--- src/rtl/accumulator_cpu_step_defines.svh ---
// assertion macros used by the accumulator machine top level
`ifndef ACCUMULATOR_CPU_STEP_DEFINES_SVH
`define ACCUMULATOR_CPU_STEP_DEFINES_SVH
`ifndef SYNTH
`define ACS_ASSERT_IMP(lbl, clk, rst_n, ante, cons) \
    lbl: assert property (@(posedge clk) disable iff (!rst_n) (ante) |-> (cons)) \
        else $error("assertion failed");
`define ACS_ASSERT_NXT(lbl, clk, rst_n, ante, cons) \
    lbl: assert property (@(posedge clk) disable iff (!rst_n) (ante) |=> (cons)) \
        else $error("assertion failed");
`else
`define ACS_ASSERT_IMP(lbl, clk, rst_n, ante, cons)
`define ACS_ASSERT_NXT(lbl, clk, rst_n, ante, cons)
`endif
`endif

--- src/rtl/acs_pkg.sv ---
// types, codes and helpers of the accumulator machine
package acs_pkg;

    localparam int unsigned MEM_DEPTH_DEF = 256;
    localparam int unsigned DATA_W        = 8;
    localparam int unsigned ADDR_W        = 8;

    localparam logic [1:0] CMD_WRITE   = 2'd0;
    localparam logic [1:0] CMD_EXEC    = 2'd1;
    localparam logic [1:0] CMD_RESTART = 2'd2;

    localparam logic [7:0] OP_LDI = 8'd1;
    localparam logic [7:0] OP_LDM = 8'd2;
    localparam logic [7:0] OP_STA = 8'd3;
    localparam logic [7:0] OP_ADI = 8'd4;
    localparam logic [7:0] OP_ADM = 8'd5;
    localparam logic [7:0] OP_SBI = 8'd6;
    localparam logic [7:0] OP_SBM = 8'd7;
    localparam logic [7:0] OP_JMP = 8'd8;
    localparam logic [7:0] OP_JZ  = 8'd9;
    localparam logic [7:0] OP_OUT = 8'd10;

    typedef struct packed {
        logic [1:0]        cmd;
        logic [ADDR_W-1:0] address;
        logic [DATA_W-1:0] value;
    } t_req;

    typedef struct packed {
        logic              printed;
        logic [DATA_W-1:0] printed_value;
        logic              halted;
        logic [ADDR_W-1:0] program_counter;
        logic [DATA_W-1:0] accumulator;
    } t_rsp;

    typedef struct packed {
        logic we;
        logic re_a;
        logic re_b;
    } t_mem_ctl;

    // byte address reduced modulo the memory depth (depth of at least 16)
    function automatic logic [ADDR_W-1:0] wrap_addr(input logic [ADDR_W-1:0] a,
                                                    input int unsigned depth);
        logic [11:0] r;
        logic [11:0] d;
        r = 12'(a);
        for (int k = 3; k >= 0; k--) begin
            d = 12'(depth) << k;
            if (r >= d) begin
                r = r - d;
            end
        end
        return r[ADDR_W-1:0];
    endfunction

endpackage

--- src/rtl/acs_if.sv ---
// request and result channels of the accumulator machine
interface acs_req_if;
    logic         valid;
    logic         ready;
    acs_pkg::t_req data;

    modport source (output valid, output data, input ready);
    modport sink   (input valid, input data, output ready);
endinterface

interface acs_rsp_if;
    logic         valid;
    logic         ready;
    acs_pkg::t_rsp data;

    modport source (output valid, output data, input ready);
    modport sink   (input valid, input data, output ready);
endinterface

--- src/rtl/acs_mem.sv ---
// unified byte memory, one write and two registered read ports, zero until written
module acs_mem #(
    parameter int unsigned DEPTH = acs_pkg::MEM_DEPTH_DEF
) (
    input  logic                         i_clk,
    input  logic                         i_rst_n,
    input  acs_pkg::t_mem_ctl            i_ctl,
    input  logic [$clog2(DEPTH)-1:0]     i_waddr,
    input  logic [acs_pkg::DATA_W-1:0]   i_wdata,
    input  logic [$clog2(DEPTH)-1:0]     i_raddr_a,
    input  logic [$clog2(DEPTH)-1:0]     i_raddr_b,
    output logic [acs_pkg::DATA_W-1:0]   o_rdata_a,
    output logic [acs_pkg::DATA_W-1:0]   o_rdata_b
);

    logic [acs_pkg::DATA_W-1:0] r_mem [DEPTH];
    logic [DEPTH-1:0]           r_valid;
    logic [acs_pkg::DATA_W-1:0] r_rd_a;
    logic [acs_pkg::DATA_W-1:0] r_rd_b;
    logic                       r_va;
    logic                       r_vb;

    always_ff @(posedge i_clk) begin
        if (!i_rst_n) begin
            r_valid <= '0;
        end else if (i_ctl.we) begin
            r_valid[i_waddr] <= 1'b1;
        end
    end

    always_ff @(posedge i_clk) begin
        if (i_ctl.we) begin
            r_mem[i_waddr] <= i_wdata;
        end
    end

    always_ff @(posedge i_clk) begin
        if (i_ctl.re_a) begin
            r_rd_a <= r_mem[i_raddr_a];
            r_va   <= r_valid[i_raddr_a];
        end
        if (i_ctl.re_b) begin
            r_rd_b <= r_mem[i_raddr_b];
            r_vb   <= r_valid[i_raddr_b];
        end
    end

    // entries never written read as zero
    assign o_rdata_a = r_va ? r_rd_a : '0;
    assign o_rdata_b = r_vb ? r_rd_b : '0;

endmodule

--- src/rtl/accumulator_cpu_step.sv ---
// top level of the accumulator machine
// Each request returns one result. Write, restart and unused commands, and an
// execute while halted, take one cycle each and can follow one another every
// cycle. An execute runs through the fetch and execute states: opcode and operand
// are read together from two ports of the byte memory as the request is taken,
// then the operand address is read (or the store is written), then the
// instruction completes and its result is registered, as a chain of dependent
// reads through the synchronous memory. The next request is taken in the cycle
// a result is produced, provided the result register is free. Memory entries
// carry valid bits cleared by reset, so there is no clearing pass after reset.
`include "accumulator_cpu_step_defines.svh"

module accumulator_cpu_step #(
    parameter int unsigned MEM_DEPTH = acs_pkg::MEM_DEPTH_DEF
) (
    input  logic      i_clk,
    input  logic      i_rst_n,
    acs_req_if.sink   i_req,
    acs_rsp_if.source o_rsp
);

    localparam int unsigned AW = $clog2(MEM_DEPTH);
    localparam logic [AW-1:0] LAST = AW'(MEM_DEPTH - 1);

    typedef enum logic [1:0] {
        S_IDLE,
        S_FETCH,
        S_EXEC,
        S_POST
    } t_state;

    t_state                     r_state;
    logic [AW-1:0]              r_pc;
    logic [7:0]                 r_acc;
    logic                       r_halt;
    logic [7:0]                 r_op;
    logic [7:0]                 r_opnd;
    logic                       r_o_valid;
    acs_pkg::t_rsp              r_o_data;

    acs_pkg::t_req              req;
    acs_pkg::t_mem_ctl          mem_ctl;
    logic [AW-1:0]              mem_waddr;
    logic [7:0]                 mem_wdata;
    logic [AW-1:0]              mem_raddr_a;
    logic [AW-1:0]              mem_raddr_b;
    logic [7:0]                 rd_a;
    logic [7:0]                 rd_b;

    logic                       accept;
    logic                       run;
    logic                       restart;
    logic                       out_free;
    logic                       out_load;
    logic                       op_legal;
    logic [AW-1:0]              ea;
    logic [AW-1:0]              n_pc;
    logic [7:0]                 n_acc;
    logic                       x_printed;
    logic [7:0]                 x_pval;
    acs_pkg::t_rsp              x_rsp;
    acs_pkg::t_rsp              s_rsp;

    function automatic logic [AW-1:0] pc_inc(input logic [AW-1:0] p);
        return (p == LAST) ? '0 : p + 1'b1;
    endfunction

    assign req      = i_req.data;
    assign out_free = !r_o_valid || o_rsp.ready;
    assign out_load = out_free && ((r_state == S_EXEC) || (r_state == S_POST));
    assign i_req.ready = (r_state == S_IDLE)
                       || (((r_state == S_EXEC) || (r_state == S_POST)) && out_free);
    assign accept   = i_req.valid && i_req.ready;
    assign run      = accept && (req.cmd == acs_pkg::CMD_EXEC) && !r_halt;
    assign restart  = accept && (req.cmd == acs_pkg::CMD_RESTART);

    // fetch stage decode
    assign ea = AW'(acs_pkg::wrap_addr(rd_b, MEM_DEPTH));

    always_comb begin
        case (rd_a) inside
            acs_pkg::OP_LDI, acs_pkg::OP_LDM, acs_pkg::OP_STA, acs_pkg::OP_ADI,
            acs_pkg::OP_ADM, acs_pkg::OP_SBI, acs_pkg::OP_SBM, acs_pkg::OP_JMP,
            acs_pkg::OP_JZ, acs_pkg::OP_OUT: op_legal = 1'b1;
            default:                         op_legal = 1'b0;
        endcase
    end

    always_comb begin
        if ((rd_a == acs_pkg::OP_JMP) || ((rd_a == acs_pkg::OP_JZ) && (r_acc == '0))) begin
            n_pc = ea;
        end else begin
            n_pc = pc_inc(pc_inc(r_pc));
        end
    end

    // memory port control
    always_comb begin
        mem_ctl.we   = 1'b0;
        mem_ctl.re_a = 1'b0;
        mem_ctl.re_b = 1'b0;
        mem_waddr    = AW'(acs_pkg::wrap_addr(req.address, MEM_DEPTH));
        mem_wdata    = req.value;
        mem_raddr_a  = r_pc;
        mem_raddr_b  = pc_inc(r_pc);
        if (r_state == S_FETCH) begin
            mem_waddr   = ea;
            mem_wdata   = r_acc;
            mem_raddr_a = ea;
            if (rd_a == acs_pkg::OP_STA) begin
                mem_ctl.we = 1'b1;
            end else begin
                mem_ctl.re_a = 1'b1;
            end
        end else begin
            mem_ctl.we   = accept && (req.cmd == acs_pkg::CMD_WRITE);
            mem_ctl.re_a = run;
            mem_ctl.re_b = run;
        end
    end

    acs_mem #(
        .DEPTH (MEM_DEPTH)
    ) u_mem (
        .i_clk     (i_clk),
        .i_rst_n   (i_rst_n),
        .i_ctl     (mem_ctl),
        .i_waddr   (mem_waddr),
        .i_wdata   (mem_wdata),
        .i_raddr_a (mem_raddr_a),
        .i_raddr_b (mem_raddr_b),
        .o_rdata_a (rd_a),
        .o_rdata_b (rd_b)
    );

    // completion stage
    always_comb begin
        n_acc     = r_acc;
        x_printed = 1'b0;
        x_pval    = '0;
        case (r_op)
            acs_pkg::OP_LDI: n_acc = r_opnd;
            acs_pkg::OP_LDM: n_acc = rd_a;
            acs_pkg::OP_ADI: n_acc = r_acc + r_opnd;
            acs_pkg::OP_ADM: n_acc = r_acc + rd_a;
            acs_pkg::OP_SBI: n_acc = r_acc - r_opnd;
            acs_pkg::OP_SBM: n_acc = r_acc - rd_a;
            acs_pkg::OP_OUT: begin
                x_printed = 1'b1;
                x_pval    = rd_a;
            end
            default: n_acc = r_acc;
        endcase
    end

    assign x_rsp = '{printed: x_printed, printed_value: x_pval, halted: r_halt,
                     program_counter: 8'(r_pc), accumulator: n_acc};
    assign s_rsp = '{printed: 1'b0, printed_value: 8'd0, halted: r_halt,
                     program_counter: 8'(r_pc), accumulator: r_acc};

    always_ff @(posedge i_clk) begin
        if (!i_rst_n) begin
            r_state   <= S_IDLE;
            r_pc      <= '0;
            r_acc     <= '0;
            r_halt    <= 1'b0;
            r_o_valid <= 1'b0;
        end else begin
            if (o_rsp.ready && !out_load) begin
                r_o_valid <= 1'b0;
            end
            unique case (r_state)
                S_IDLE: begin
                    if (accept) begin
                        r_state <= run ? S_FETCH : S_POST;
                    end
                end
                S_FETCH: begin
                    r_state <= S_EXEC;
                    r_pc    <= n_pc;
                    r_op    <= rd_a;
                    r_opnd  <= rd_b;
                    if (!op_legal) begin
                        r_halt <= 1'b1;
                    end
                end
                S_EXEC: begin
                    if (out_free) begin
                        r_acc     <= restart ? '0 : n_acc;
                        r_o_valid <= 1'b1;
                        r_o_data  <= x_rsp;
                        r_state   <= accept ? (run ? S_FETCH : S_POST) : S_IDLE;
                    end
                end
                S_POST: begin
                    if (out_free) begin
                        r_o_valid <= 1'b1;
                        r_o_data  <= s_rsp;
                        r_state   <= accept ? (run ? S_FETCH : S_POST) : S_IDLE;
                    end
                end
                default: r_state <= S_IDLE;
            endcase
            // restart taken in the same cycle overrides the completing instruction
            if (restart) begin
                r_pc   <= '0;
                r_halt <= 1'b0;
                if (r_state != S_EXEC) begin
                    r_acc <= '0;
                end
            end
        end
    end

    assign o_rsp.valid = r_o_valid;
    assign o_rsp.data  = r_o_data;

    `ACS_ASSERT_NXT(a_fetch_then_exec, i_clk, i_rst_n, r_state == S_FETCH, r_state == S_EXEC)
    `ACS_ASSERT_IMP(a_no_rw_port_a, i_clk, i_rst_n, mem_ctl.we, !mem_ctl.re_a)
    `ACS_ASSERT_IMP(a_no_rw_port_b, i_clk, i_rst_n, mem_ctl.we, !mem_ctl.re_b)
    `ACS_ASSERT_NXT(a_run_fetches, i_clk, i_rst_n, run, r_state == S_FETCH)
    `ACS_ASSERT_NXT(a_halted_keeps_pc, i_clk, i_rst_n,
                    accept && (req.cmd == acs_pkg::CMD_EXEC) && r_halt, $stable(r_pc))

endmodule
--- src/flat_wrapper.sv ---
// flat-port wrapper written by rule: the top's interface ports become plain ports
module accumulator_cpu_step_flat 
#(
    parameter int unsigned MEM_DEPTH = acs_pkg::MEM_DEPTH_DEF
)
  (i_clk, i_rst_n, i_req_valid, i_req_data, i_req_ready, o_rsp_valid, o_rsp_data, o_rsp_ready);
  acs_req_if i_req_i ();
  acs_rsp_if o_rsp_i ();
  input  logic i_clk;
  input  logic i_rst_n;
  input wire logic [$bits(i_req_i.valid)-1:0] i_req_valid;
  input wire logic [$bits(i_req_i.data)-1:0] i_req_data;
  output wire logic [$bits(i_req_i.ready)-1:0] i_req_ready;
  output wire logic [$bits(o_rsp_i.valid)-1:0] o_rsp_valid;
  output wire logic [$bits(o_rsp_i.data)-1:0] o_rsp_data;
  input wire logic [$bits(o_rsp_i.ready)-1:0] o_rsp_ready;
  assign i_req_i.valid = i_req_valid;
  assign i_req_i.data = i_req_data;
  assign i_req_ready = i_req_i.ready;
  assign o_rsp_valid = o_rsp_i.valid;
  assign o_rsp_data = o_rsp_i.data;
  assign o_rsp_i.ready = o_rsp_ready;
  accumulator_cpu_step #(.MEM_DEPTH(MEM_DEPTH)) u_core (.i_clk(i_clk), .i_rst_n(i_rst_n), .i_req(i_req_i), .o_rsp(o_rsp_i));
endmodule
--- config.mk ---
export PLATFORM = sky130hd
export DESIGN_NAME = accumulator_cpu_step_flat
export DESIGN_NICKNAME = d
export VERILOG_FILES = /design/src/rtl/acs_pkg.sv /design/src/rtl/acs_if.sv /design/src/rtl/acs_mem.sv /design/src/rtl/accumulator_cpu_step.sv /design/src/flat_wrapper.sv
export VERILOG_INCLUDE_DIRS = /design/src /design/src/rtl
export SDC_FILE = /design/constraint.sdc
export NUM_CORES = 2
export LEC_CHECK = 0
export BUFFER_PORTS_ARGS = -buffer_cell sky130_fd_sc_hd__buf_2
export CELL_PAD_IN_SITES_DETAIL_PLACEMENT = 1
export CELL_PAD_IN_SITES_GLOBAL_PLACEMENT = 2
export CORE_ASPECT_RATIO = 1.5
export CORE_MARGIN = 2
export CORE_UTILIZATION = 45
export DETAILED_ROUTE_END_ITERATION = 7
export PLACE_DENSITY = 0.8
export SETUP_SLACK_MARGIN = 0.5
export SLEW_MARGIN = 25
export SYNTH_ARGS = -nofsm -noshare
export SYNTH_HDL_FRONTEND = slang
export SYNTH_HIERARCHICAL = 1
export SYNTH_SLANG_ARGS = --single-unit
--- constraint.sdc ---
create_clock -name i_clk -period 15.76 [get_ports i_clk]
set_input_delay 1.576 -clock i_clk [delete_from_list [all_inputs] [get_ports i_clk]]
set_output_delay 1.576 -clock i_clk [all_outputs]
set_load 0.01 [all_outputs]
-- After elaboration in Yosys (flattened, before gate mapping)
Memories as Yosys holds them, arrays and structs flattened. A register that Yosys moved wholly into a read port is not among the register bits.
Index checks and enable logic that the tools add are counted.
- output and inout bits: 28
- RAM bits: 2048
- logic and storage cells: 125
- register bits after elaboration: 320
- memories kept: 1
- memories (name ; depth ; bits a word ; rd ports ; clocked after Yosys merged registers in ; wr ports ; RTL line ; source):
    u_core.u_mem.r_mem ; 256 ; 8 ; 2 ; 2 ; 1 ; acs_mem.sv:16 ; logic [acs_pkg::DATA_W-1:0] r_mem [DEPTH];
- reduce and logical (&&, ||, !) cells: 27
- eq/ne operators: 29
- magnitude comparators: 4
- multiplexer cells: 40
- bitwise logic cells: 3
- add/sub/neg operators: 6
- operator list (cell ; count):
    $or 256x256->256 ; 1
    $mux 8 ; 14
    $eq 8x3->1 const B ; 8
    $mux 26 ; 2
    $pmux 26 s2 ; 1
    $pmux 8 s6 ; 1
    $eq 8x4->1 const B ; 4
    $lt 8x9->1 const B ; 3
    $eq 8x2->1 const B ; 3
    $add 8x1->8 const B ; 2
    $add 8x8->8 ; 2
    $bmux 1 s8 ; 2
    $eq 8x1->1 const B ; 2
    $eq 8x8->1 const B ; 2
    $sub 8x8->8 ; 2
    $mux 1 ; 13
    $mux 2 ; 5
    $reduce_or 10->1 ; 1
    $logic_and 1x1->1 ; 9
    $demux 1 s8 ; 1
    $ge 8x1->1 const B ; 1
    $logic_not 8->1 ; 1
    $ne 2x1->1 const B ; 4
    $eq 2x2->1 const B ; 3
    11 further kinds ; 22

-- Logic depth before layout (Yosys ltp)
- word-level depth: 11
- mapped depth: 16
- gate-level depth less buffers: 14

-- By module
Netlist, hierarchy kept.
- modules (own cells, without submodules) (module ; area an instance (um2) ; times used ; cells an instance):
    acs_mem ; 107201.6 ; 1 ; 6020
    accumulator_cpu_step ; 4053.9 ; 1 ; 450

-- Worst setup path after synthesis
OpenSTA, ideal clock, no wires.
- path type: register -> register
- from: register u_core.r_state[1]
- to: memory u_core/u_mem/r_mem[0][0] (netlist bit) (data pin)
- data required time: 13572 ps
- library setup time: 2188 ps
- cell stages (with the launch flop): 6
- data arrival time: 10964 ps
- path slack: 2607 ps
- path buffers: 3
- period minus slack after synthesis: 13153 ps
- path through: dfxtp_1 -> clkbuf_1 -> nand2b_1 -> clkbuf_1 -> clkbuf_1 -> o21ai_0
- longest elaborated chain between the ends: 2
- ends and longest elaborated chain (element ; RTL line ; source):
    from (decl) ; accumulator_cpu_step.sv:32 ; t_state r_state;
    from (signal assigned) ; accumulator_cpu_step.sv:175 ; r_state <= run ? S_FETCH : S_POST;
    from (signal assigned) ; accumulator_cpu_step.sv:192 ; r_state <= accept ? (run ? S_FETCH : S_POST) : S_IDLE;
    from (signal assigned) ; accumulator_cpu_step.sv:199 ; r_state <= accept ? (run ? S_FETCH : S_POST) : S_IDLE;
    $eq 2x1->1 ; accumulator_cpu_step.sv:106 ; if (r_state == S_FETCH) begin
    $mux 8 ; accumulator_cpu_step.sv:106 ;
    named net u_core.mem_wdata[0] ; accumulator_cpu_step.sv:44 ; logic [7:0] mem_wdata;
    to (decl) ; acs_mem.sv:16 ;
The timed path passes the listed nets, and every way through them passes these cells.

-- Final worst setup path
- from: register u_core.r_pc[0]
- to: register u_core/u_mem/r_rd_b[1] (netlist bit) (read register of u_core.u_mem.r_mem) (data pin)
- longest elaborated chain between the ends: 2
- elaborated cells between the ends (all ways): 3
- ends and longest elaborated chain (element ; RTL line ; source):
    from (decl) ; accumulator_cpu_step.sv:33 ; logic [AW-1:0] r_pc;
    from (signal assigned) ; accumulator_cpu_step.sv:180 ; r_pc <= n_pc;
    $add 8x1->8 or $eq 8x8->1 (tied branches) ; accumulator_cpu_step.sv:65 ; return (p == LAST) ? '0 : p + 1'b1;
    $mux 8 (*) ; accumulator_cpu_step.sv:65 ;
    named net u_core.mem_raddr_b[0] ; accumulator_cpu_step.sv:46 ; logic [AW-1:0] mem_raddr_b;
    to (decl) ; acs_mem.sv:19 ; logic [acs_pkg::DATA_W-1:0] r_rd_b;
Mark *: on every way through the listed nets, which the timed path passes. The rest lies on a longest branch.
A chain may end at the register's enable or synchronous reset.

==> impl_metrics.tcl <==
set metrics [dict create \
    outcome "complete, no violations" \
    synthesized_area_fraction_occupied_by_ao_oa_aoi_and_oai_cells 0.0869 \
    final_cells 9910 \
    critPathKind "reg -> reg" \
    setup_viol 0 \
    ir_drop_uv 87.8 \
    ctsResizeCount 0 \
    synth_simple_gate_area_share 0.0354 \
    synth-adder-area-share 0.00187 \
    worst_pin_slew_ps 1230 \
    post-route-drc-count 0 \
    rsz0062_at_grt "no" \
    number_of_global_route_vias_before_repair 72500 \
    cts-htree-levels 4 \
    syn-num-nets 6508 \
    synth_area_um2 111000 \
    synthesis.yosys.warnings 6 \
    worstSkewPairLatency_ps 920 \
    syn2layout_area_growth_pct 10.2 \
    cp.arrival_ps 6910 \
    synthMuxAreaShare 0.228 \
    dr_pass1_iterations 6 \
    clock_skew_ps 91.0 \
    cts.path.max_buffers 4 \
    die_width_um 410 \
    final_nets 6491 \
    synth_cells 6470 \
    p_leak_nw 38.2 \
    synth_xor_area_frac 0.00146 \
    initial_antenna_violation_count 19 \
    power-per-cell-area_nw_per_um2 110 \
    totalNegativeSetupSlack_ps 0 \
    global_route.overflow_total 0 \
    tritoncts_num_sinks 2384 \
    ant_nets 0 \
    port_buffers 49 \
    layout_min_cycle_time_ps 6300 \
    post_cts.repair.setup_buffers 0 \
    report.power.total_mw 13.5 \
    max_clock_freq_ghz 0.159 \
    tritoncts "built" \
    hold_path_class "reg -> reg" \
    initial_core_util 0.453 \
    synth_enable_flop_cells 2108 \
    end_kind "flop" \
    maxCapViolCount 0 \
    synth_top_family_by_area "multiplexers" \
    cts_root_buf "sky130_fd_sc_hd__clkbuf_16" \
    routed_wl_um 397000 \
    synth-main-ff-cell "sky130_fd_sc_hd__edfxtp_1" \
    synth-seq-area-share 0.619 \
    largest_net_degree_at_the_start_of_global_routing 187 \
    avg_wl_per_cell_um 40.0 \
    max_slew_headroom 0.172 \
    grt_pass1_wl_um 557000 \
    worstSetupStartpointType "flop" \
    final.hold.worst_slack_ps 483 \
    critPathRequiredTime_ps 16370 \
    timing.final.max_slew_violations 0 \
    detailroute.via_count 69400 \
    place.detailed.instances 9485 \
    finish.utilization 0.499 \
    yosys_register_bits 2384 \
    finalHoldViolations 0 \
    die_h_um 613 \
    critPathMaxFanout 102 \
    core_area_um2 246000 \
    final_layout_size_suffix_gt1_frac 0.274 \
    post_cts_hold_buffer_count 0 \
    number_of_unique_standard_cell_types_used_by_synthesis 88 \
    pin_count 50 \
    cts_inserted_buffers 227 \
    detailed_place_hpwl_um 261000 \
    globalRouteTotalUtil 0.313 \
    die_area_um2 251000 \
    avgSynthCellArea_um2 17.2 \
    clkTransAtPathRegs_ps 70 \
    synth_async_sr_flop_share 0 \
    drt_iter0_markers 8378 \
    finalWeightedCongestion 0.928 \
    vias_per_std_cell 7.00 \
    placement_rows 223 \
    post-route-period-util 0.400 \
]
## flip-flops by register name, indices dropped and copies added, names as in the netlist
register              count
u_core/o_rsp.data        26
u_core/o_rsp.valid        1
u_core/r_acc              8
u_core/r_halt             1
u_core/r_op               8
u_core/r_opnd             8
u_core/r_pc               8
u_core/r_state            2
u_core/u_mem/r_mem     2048
u_core/u_mem/r_rd_a       8
u_core/u_mem/r_rd_b       8
u_core/u_mem/r_va         1
u_core/u_mem/r_valid    256
u_core/u_mem/r_vb         1
## critical path: stages, from the launching register on
cell                       delay (ps)
sky130_fd_sc_hd__dfxtp_1          390
sky130_fd_sc_hd__ha_1             360
sky130_fd_sc_hd__and4_1           340
sky130_fd_sc_hd__nor2_4           160
sky130_fd_sc_hd__buf_12           450
sky130_fd_sc_hd__buf_4            850
sky130_fd_sc_hd__buf_4            840
sky130_fd_sc_hd__mux4_2           590
sky130_fd_sc_hd__a22oi_1          390
sky130_fd_sc_hd__o31ai_1          220
sky130_fd_sc_hd__o221ai_1         460
sky130_fd_sc_hd__o221a_2          360
sky130_fd_sc_hd__nor3_1            90
## per-stage QoR
step / setup WS [ps] / cell area (um2)
after CTS: 9540 / 122000
after global placement: 8420 / 115000
after detailed placement: 9580 / 115000
final: 9460 / 123000
after floorplan: 2610 / 111000
after global routing: 9250 / 123000
## report_power, final
part / total [mW] / internal (mW) / switching [mW] / leakage, nW
registers: 6.93 / 6.92 / 0.0120 / 21.2
clock network: 5.50 / 3.06 / 2.44 / 3.60
logic: 1.05 / 0.313 / 0.740 / 13.3
## layer usage
layer,vias to the layer above,GRT usage,routed length [um]
li1,27200,-,-
met3,1202,0.0490,30400
met2,3921,0.524,195000
met1,37000,0.349,130000
met4,12,0.271,41600
met5,-,0,80
## cell type report
type	instances	area, um2
Fill cell	22700	123000
Clock inverter	98	810
Tap cell	3262	4080
Antenna cell	6	15.0
Clock buffer	320	6500
Inverter	21	86.3
Multi-Input combinational cell	3540	40100
Timing Repair Buffer	279	2160
Sequential cell	2384	68800
## cells in the final DEF, fill, tap and decap left out, drive strengths merged, types with 73 or more instances in the layout
master / synthesis / routed
nor2: 322 / 322
mux2i: 312 / 312
o22ai: 104 / 104
clkbuf: 259 / 320
buf: 266 / 279
a21oi: 213 / 213
o21a: 264 / 264
clkinv: 1 / 74
mux4: 980 / 980
o21ai: 79 / 79
edfxtp: 2108 / 2108
a22oi: 402 / 402
o221ai: 73 / 73
nand2: 185 / 185
dfxtp: 276 / 276
## cell families (layout without fill, tap and decap cells)
group	count (synthesis)	after routing
xor+xnor	17	17
flops	2384	2384
buf+inv	546	718
other cells	0	6
compound gates	1367	1367
fa+ha+maj	16	16
mux	1311	1311
simple gates	829	829
## path summary, 6_finish.rpt
kind,from,endpoint,slack [ps],depth (start not counted)
setup / recovery,u_core/r_pc[0]$_SDFFE_PP0P_,u_core/u_mem/r_rd_b[1]$_DFFE_PP_,9460,12
hold / removal,u_core/u_mem/r_valid[38]$_SDFFE_PN0P_,u_core/u_mem/r_valid[38]$_SDFFE_PN0P_,480,1
setup reg to reg,u_core/r_pc[0]$_SDFFE_PP0P_,u_core/u_mem/r_rd_b[1]$_DFFE_PP_,9460,12
hold reg to reg,u_core/u_mem/r_valid[38]$_SDFFE_PN0P_,u_core/u_mem/r_valid[38]$_SDFFE_PN0P_,480,1
## synthesized netlist by cell type, drive strengths merged, types with 14 or more instances
cell        n  area [um2]
ha         15         188
a221oi     35         319
inv        20        75.1
a21oi     213        1070
mux2       19         214
nand3      41         205
buf       266        2000
nor4       58         378
nand2     185         694
nand2b     26         163
o21a      264        1980
nor3       41         205
o21ai      79         395
a22oi     402        3020
edfxtp   2108       63300
o221ai     73         639
a31oi      22         138
o2bb2ai    20         175
nor2b      42         263
dfxtp     276        5530
mux2i     312        3120
and2       33         209
a211oi     62         470
nor2      322        1210
mux4      980       22100
a22o       25         219
clkbuf    259         972
o31ai      14         105
o22ai     104         651
No activity file was read; power rests on OpenSTA's default activity.
